===== config.mk =====
export PLATFORM = sky130hd
export DESIGN_NAME = temp_sensor_scratchpad_decode_top
export DESIGN_NICKNAME = d
export VERILOG_FILES = /design/src/rtl/core/tssd_pkg.sv /design/src/rtl/core/tssd_temp_decode.sv /design/src/rtl/core/temp_sensor_scratchpad_decode_top.sv
export SDC_FILE = /design/constraint.sdc
export NUM_CORES = 1
export LEC_CHECK = 0
export BUFFER_PORTS_ARGS = -buffer_cell sky130_fd_sc_hd__buf_2
export CAP_MARGIN = 40
export CORE_MARGIN = 5
export CORE_UTILIZATION = 64
export CTS_CLUSTER_DIAMETER = 200
export DETAILED_ROUTE_END_ITERATION = 7
export PLACE_DENSITY_LB_ADDON = 0.08
export SETUP_SLACK_MARGIN = 0.05
export SYNTH_ARGS = -nofsm -noshare
export SYNTH_HDL_FRONTEND = slang
export SYNTH_SLANG_ARGS = --single-unit

===== constraint.sdc =====
create_clock -name clk_i -period 9.5 [get_ports clk_i]
set_input_delay 0.95 -clock clk_i [delete_from_list [all_inputs] [get_ports clk_i]]
set_output_delay 0.95 -clock clk_i [all_outputs]
set_load 0.02 [all_outputs]

===== src/rtl/core/tssd_pkg.sv =====
`default_nettype none

package tssd_pkg;

  typedef enum logic [1:0] {
    STATUS_OK   = 2'd0,
    STATUS_NULL = 2'd1,
    STATUS_CRC  = 2'd2
  } status_e;

  localparam logic [3:0]  LastPos        = 4'd8;
  localparam logic [3:0]  PosTempLow     = 4'd0;
  localparam logic [3:0]  PosTempHigh    = 4'd1;
  localparam logic [3:0]  PosConfig      = 4'd4;
  localparam logic [3:0]  PosCountRemain = 4'd6;
  localparam logic [3:0]  PosCountPerC   = 4'd7;
  localparam logic [7:0]  CrcPoly        = 8'h8C;
  localparam logic [7:0]  LegacyFullCnt  = 8'h10;
  localparam logic [15:0] LegacyMask     = 16'hFFF0;
  localparam logic [15:0] LegacyOffset   = 16'd12;

  // resolution bits of the config byte
  localparam logic [1:0]  Res9Bit        = 2'd0;
  localparam logic [1:0]  Res10Bit       = 2'd1;
  localparam logic [1:0]  Res11Bit       = 2'd2;
  localparam logic [1:0]  Res12Bit       = 2'd3;

  typedef struct packed {
    logic [7:0] temp_low;
    logic [7:0] temp_high;
    logic [1:0] res_code;
    logic [7:0] count_remain;
    logic       count_full;
  } scratch_t;

  // Dallas CRC-8, reflected, one byte
  function automatic logic [7:0] crc8_byte(input logic [7:0] crc_in, input logic [7:0] data);
    logic [7:0] crc;
    logic [7:0] b;
    logic       mix;
    crc = crc_in;
    b   = data;
    for (int i = 0; i < 8; i++) begin
      mix = crc[0] ^ b[0];
      crc = crc >> 1;
      if (mix) begin
        crc = crc ^ CrcPoly;
      end
      b = b >> 1;
    end
    return crc;
  endfunction

endpackage

`default_nettype wire


===== src/rtl/core/tssd_temp_decode.sv =====
`default_nettype none

module tssd_temp_decode (
  input  var tssd_pkg::scratch_t fields_i,
  input  wire logic              legacy_i,
  output logic signed [15:0]     temperature_o
);
  import tssd_pkg::*;

  logic [15:0]        raw;
  logic [15:0]        shifted;
  logic signed [22:0] scaled;
  logic signed [22:0] biased;
  logic signed [18:0] quot;

  always_comb begin
    raw     = {fields_i.temp_high, fields_i.temp_low};
    shifted = raw;
    if (legacy_i) begin
      shifted = {raw[12:0], 3'b000};
      if (fields_i.count_full) begin
        shifted = (shifted & LegacyMask) + LegacyOffset - {8'd0, fields_i.count_remain};
      end
    end else begin
      case (fields_i.res_code)
        Res9Bit:  shifted = {raw[15:3], 3'b000};
        Res10Bit: shifted = {raw[15:2], 2'b00};
        Res11Bit: shifted = {raw[15:1], 1'b0};
        default:  shifted = raw;
      endcase
    end
  end

  // x100 then /16 truncating toward zero: bias negatives by 15 before the shift
  assign scaled = 23'(signed'(shifted)) * 23'sd100;
  assign biased = scaled + (scaled[22] ? 23'sd15 : 23'sd0);
  assign quot   = 19'(biased >>> 4);

  always_comb begin
    if (quot > 19'sd32767) begin
      temperature_o = 16'sh7FFF;
    end else if (quot < -19'sd32768) begin
      temperature_o = 16'sh8000;
    end else begin
      temperature_o = quot[15:0];
    end
  end

endmodule

`default_nettype wire


===== src/rtl/core/temp_sensor_scratchpad_decode_top.sv =====
// Scratchpad decoder: one byte beat per cycle, no bubbles but for the byte 8 stall below.
// The result is registered in the output register in the cycle after byte 8 is taken.
// Throughput: 1 byte per cycle but for that stall; CRC step and temperature scaling are combinational logic.
// Input stalls only when byte 8 arrives while the previous result is still unread.
// Reset (async, active low) clears the frame position and output valid.
`default_nettype none

module temp_sensor_scratchpad_decode_top (
  input  wire logic        clk_i,
  input  wire logic        rst_ni,
  input  wire logic        in_valid_i,
  output logic             in_ready_o,
  input  wire logic [7:0]  data_byte_i,
  input  wire logic        frame_start_i,
  input  wire logic        legacy_sensor_i,
  output logic             out_valid_o,
  input  wire logic        out_ready_i,
  output logic [1:0]       status_o,
  output logic signed [15:0] temperature_o
);
  import tssd_pkg::*;

  logic [3:0]  pos_q, pos_d, pos;
  logic [7:0]  crc_q, crc_base, crc_next;
  logic        nz_q, nz_base, nz_next;
  scratch_t    fields_q;
  logic        out_valid_q;
  logic [1:0]  status_q;
  logic signed [15:0] temp_q;

  logic        accept;
  logic        last_byte;
  logic        out_free;
  logic signed [15:0] temp_dec;
  status_e     status_d;

  assign pos       = (frame_start_i || pos_q > LastPos) ? PosTempLow : pos_q;
  assign last_byte = (pos == LastPos);
  assign out_free  = !out_valid_q || out_ready_i;
  assign in_ready_o = out_free || !last_byte;
  assign accept    = in_valid_i && in_ready_o;

  assign crc_base = (pos == PosTempLow) ? 8'd0 : crc_q;
  assign nz_base  = (pos == PosTempLow) ? 1'b0 : nz_q;
  assign crc_next = crc8_byte(crc_base, data_byte_i);
  assign nz_next  = nz_base || (data_byte_i != 8'd0);
  assign pos_d    = last_byte ? 4'd0 : pos + 4'd1;

  tssd_temp_decode u_decode (
    .fields_i      (fields_q),
    .legacy_i      (legacy_sensor_i),
    .temperature_o (temp_dec)
  );

  always_comb begin
    if (!nz_next) begin
      status_d = STATUS_NULL;
    end else if (crc_q != data_byte_i) begin
      status_d = STATUS_CRC;
    end else begin
      status_d = STATUS_OK;
    end
  end

  always_ff @(posedge clk_i or negedge rst_ni) begin
    if (!rst_ni) begin
      pos_q       <= 4'd0;
      out_valid_q <= 1'b0;
    end else begin
      if (accept) begin
        pos_q <= pos_d;
      end
      if (accept && last_byte) begin
        out_valid_q <= 1'b1;
      end else if (out_ready_i) begin
        out_valid_q <= 1'b0;
      end
    end
  end

  // frame fields: every one is written before byte 8 can be reached
  always_ff @(posedge clk_i) begin
    if (accept && !last_byte) begin
      crc_q <= crc_next;
      nz_q  <= nz_next;
      case (pos)
        PosTempLow:     fields_q.temp_low     <= data_byte_i;
        PosTempHigh:    fields_q.temp_high    <= data_byte_i;
        PosConfig:      fields_q.res_code     <= data_byte_i[6:5];
        PosCountRemain: fields_q.count_remain <= data_byte_i;
        PosCountPerC:   fields_q.count_full   <= (data_byte_i == LegacyFullCnt);
        default: ;
      endcase
    end
    if (accept && last_byte) begin
      status_q <= status_d;
      temp_q   <= (status_d == STATUS_OK) ? temp_dec : 16'sd0;
    end
  end

  assign out_valid_o   = out_valid_q;
  assign status_o      = status_q;
  assign temperature_o = temp_q;

endmodule

`default_nettype wire

==> flow_summary.json <==
{
  "gp_congestion": 0.903,
  "crit_type": "register to register",
  "groute.usage.overall_pct": 23.6,
  "first_iter_violations": 212,
  "start_util_pct": 64.6,
  "p_int_mw": 1.03,
  "arrival_ns": 7.23,
  "hold_violations": 0,
  "cp.required_ns": 9.56,
  "power_mw": 1.93,
  "cts_setup_buffers": 0,
  "drc": 0,
  "powerDensity_nw_per_um2": 339,
  "drt-total-wl_microns": 10900,
  "clk_path_buf_depth": 2,
  "startpoint_type": "register",
  "syn_nets": 593,
  "synth_seq_cells": 59,
  "syn_area_sq_um": 5230,
  "syn_inst": 509,
  "ctsResizeCount": 0,
  "async_reset_ff_share_pct": 8.47,
  "ys_seq_area_share_pct": 33.4,
  "synth_top_cell_by_area": "edfxtp_1",
  "r2r-start": "fields_q[1]",
  "clock_skew_ns": 0.0159,
  "leakage_nw": 2.40,
  "grt_first_pass_wirelength_microns": 19000,
  "synthTopCellsByArea": "edfxtp_1 31%, ha_1 14%, xnor2_1 7.9%, xor2_1 5.2%, fa_1 3.8%",
  "power.switching_uw": 907,
  "end_kind": "register",
  "maxSlewViolCount": 0,
  "fp.coreArea_sq_um": 8090,
  "nNetsFinal": 628,
  "ant_nets": 0,
  "cp_max_fo": 15,
  "fp-row-count": 33,
  "wl_per_cell_microns": 16.6,
  "via_per_inst": 5.95,
  "synth_top_area_share_pct": 31.0,
  "reg2reg_depth": 27,
  "dr.pass1.iters": 4,
  "chipWidth_microns": 100,
  "clock-sinks": 59,
  "status": "completed",
  "cts_made_buffers": 9,
  "r2r_setup_slack_ns": 2.33,
  "ctsRootBufferMaster": "clkbuf_8",
  "preCtsSetupSlack_ns": 2.33,
  "grt_overflow_total": 0,
  "power_frac_clock_pct": 13.5,
  "combPwrFrac_pct": 66.7,
  "fin_crit_ns": 7.17,
  "final_cell_area_sq_um": 5700,
  "port_buffers": 33,
  "cts_max_level": 3,
  "seqPwrFrac_pct": 19.8,
  "max_freq_ghz": 0.139,
  "grt_max_degree": 38,
  "ys.flop_type": "edfxtp_1",
  "via_count": 3889,
  "synth_edf_count": 54,
  "grt_antenna_before_repair": 0,
  "hold_buffers": 0,
  "slew_headroom_pct": 44.2,
  "fin_setup_tns_ns": 0,
  "ys_types": 74,
  "dieArea_sq_um": 10100,
  "ios": 34,
  "dpl_cell_area_sq_um": 5480,
  "p_sw_share_pct": 46.9,
  "timing.rr.end": "temperature_o[2]",
  "slowest_delay_ns": 0.62,
  "maxCapViolCount": 0,
  "syn_avg_cell_area_sq_um": 10.3,
  "die_y_microns": 100,
  "fin_util_pct": 70.4,
  "crit_path_top_delay_cell": "a21boi_2",
  "area_growth_pct": 9.10,
  "tightest_slew_ns": 0.838,
  "grt_setup_unrepaired": "false",
  "ys.warnings.count": 0,
  "dp_hpwl_microns": 8440,
  "clock_latency_ns": 0.35,
  "clk_pin_slew_ns": 0.07,
  "cts_tree": "done",
  "antenna_cells": 0,
  "hold_class": "input port to async pin",
  "finalCritPeriodShare_pct": 75.5,
  "grt_pass1_vias": 3993,
  "cpMostUsedCell": "ha_1",
  "vdd_drop_max_uv": 235,
  "layout_setup_ws_ns": 2.33,
  "finalSetupViolCount": 0,
  "post_route_cells_drive_above_1_share_pct": 14.6
}
## worst max-delay path, delay by kind of cell, from the launching register on
kind,cells,cell delay (ns)
DFF,1,0.38
buffers and inverters,1,0.07
and+or+nand+nor,5,1.07
xor gates and xnor gates,2,0.47
AOI/OAI and AO/OA,13,2.92
adders and majority gates,6,1.99
## how the worst max path moves through the flow
| stage | start | end |
|---|---|---|
| 4_1_cts | fields_q[1] | temperature_o[2] |
| 5_1_grt | fields_q[1] | temperature_o[2] |
| 2_1_floorplan | fields_q[1] | temperature_o[10] |
| 3_5_place_dp | fields_q[1] | temperature_o[1] |
| 6_report | fields_q[1] | temperature_o[2] |
| 3_3_place_gp | fields_q[1] | temperature_o[8] |
## cell usage after synthesis, drive strengths merged (3+ instances only)
master,instances
a211oi,3
buf,7
a21o,9
and2,9
dfrtp,5
xor2,31
nand3,12
a21oi,25
nand2,36
or2,4
and3,5
nor2,36
o211ai,4
o22ai,6
nor3b,4
mux2i,6
and4,4
o21bai,3
fa,10
nor3,10
edfxtp,54
xnor2,47
or3,5
o31ai,3
inv,31
clkbuf,5
nor2b,4
nand4,4
ha,60
nand3b,3
o32ai,14
a31oi,6
o21ai,15
## cell type report
| type | count | area (sq um) |
|---|---|---|
| Inverter | 31 | 116 |
| Tap cell | 105 | 131 |
| Clock inverter | 7 | 98.8 |
| Timing Repair Buffer | 36 | 188 |
| Sequential cell | 59 | 1750 |
| Multi-Input combinational cell | 407 | 3300 |
| Clock buffer | 9 | 124 |
| Fill cell | 633 | 2390 |
## state kept, by name (all words and copies together), names as in the netlist
| name | count |
|---|---|
| fields_q | 27 |
| pos_q | 4 |
| crc_q | 8 |
| out_valid_o | 1 |
| status_o | 2 |
| temperature_o | 16 |
| nz_q | 1 |
## power by group through the flow
stage	logic (mW)	clock network, mW	registers [mW]
finish	1.29	0.261	0.383
global route	1.44	0.277	0.389
CTS	1.29	0.266	0.383
detailed placement	1.28	0	0.389
global placement	1.24	0	0.387
floorplan	1.06	0	0.380
## through the flow
step	hold slack (ns)	instances
final	0.406	654
after global placement	0.536	636
after floorplan	0.500	509
after detailed placement	0.542	638
after global routing	0.389	654
after CTS	0.385	654
## cells in the final DEF, fill, tap and decap left out, types with 10 or more instances in the layout
cell type | netlist | layout
nand3_1 | 12 | 12
buf_2 | 1 | 33
o32ai_1 | 11 | 11
xor2_1 | 31 | 31
xnor2_1 | 47 | 47
fa_1 | 10 | 10
nand2_1 | 36 | 36
edfxtp_1 | 54 | 54
nor2_1 | 36 | 36
ha_1 | 60 | 60
inv_1 | 31 | 31
o21ai_0 | 13 | 13
a21oi_1 | 24 | 24
## per-layer routing
layer,GRT usage (%),vias to the layer above,share of wire (%)
met3,4.66,22,3.6
met4,8.60,0,2.1
met1,31.1,1844,45
met5,0,-,0
li1,-,1941,-
met2,38.7,82,49
## cells by family after synthesis
family          count (synthesis)  synth area share, %
buf+inv                        43                 3.50
mux                             7                 1.36
simple gates                  148                 15.5
xor+xnor                       78                 13.1
fa+ha+maj                      70                 18.2
compound gates                104                 14.9
flops                          59                 33.4
Power figures use the tool's default switching activity.
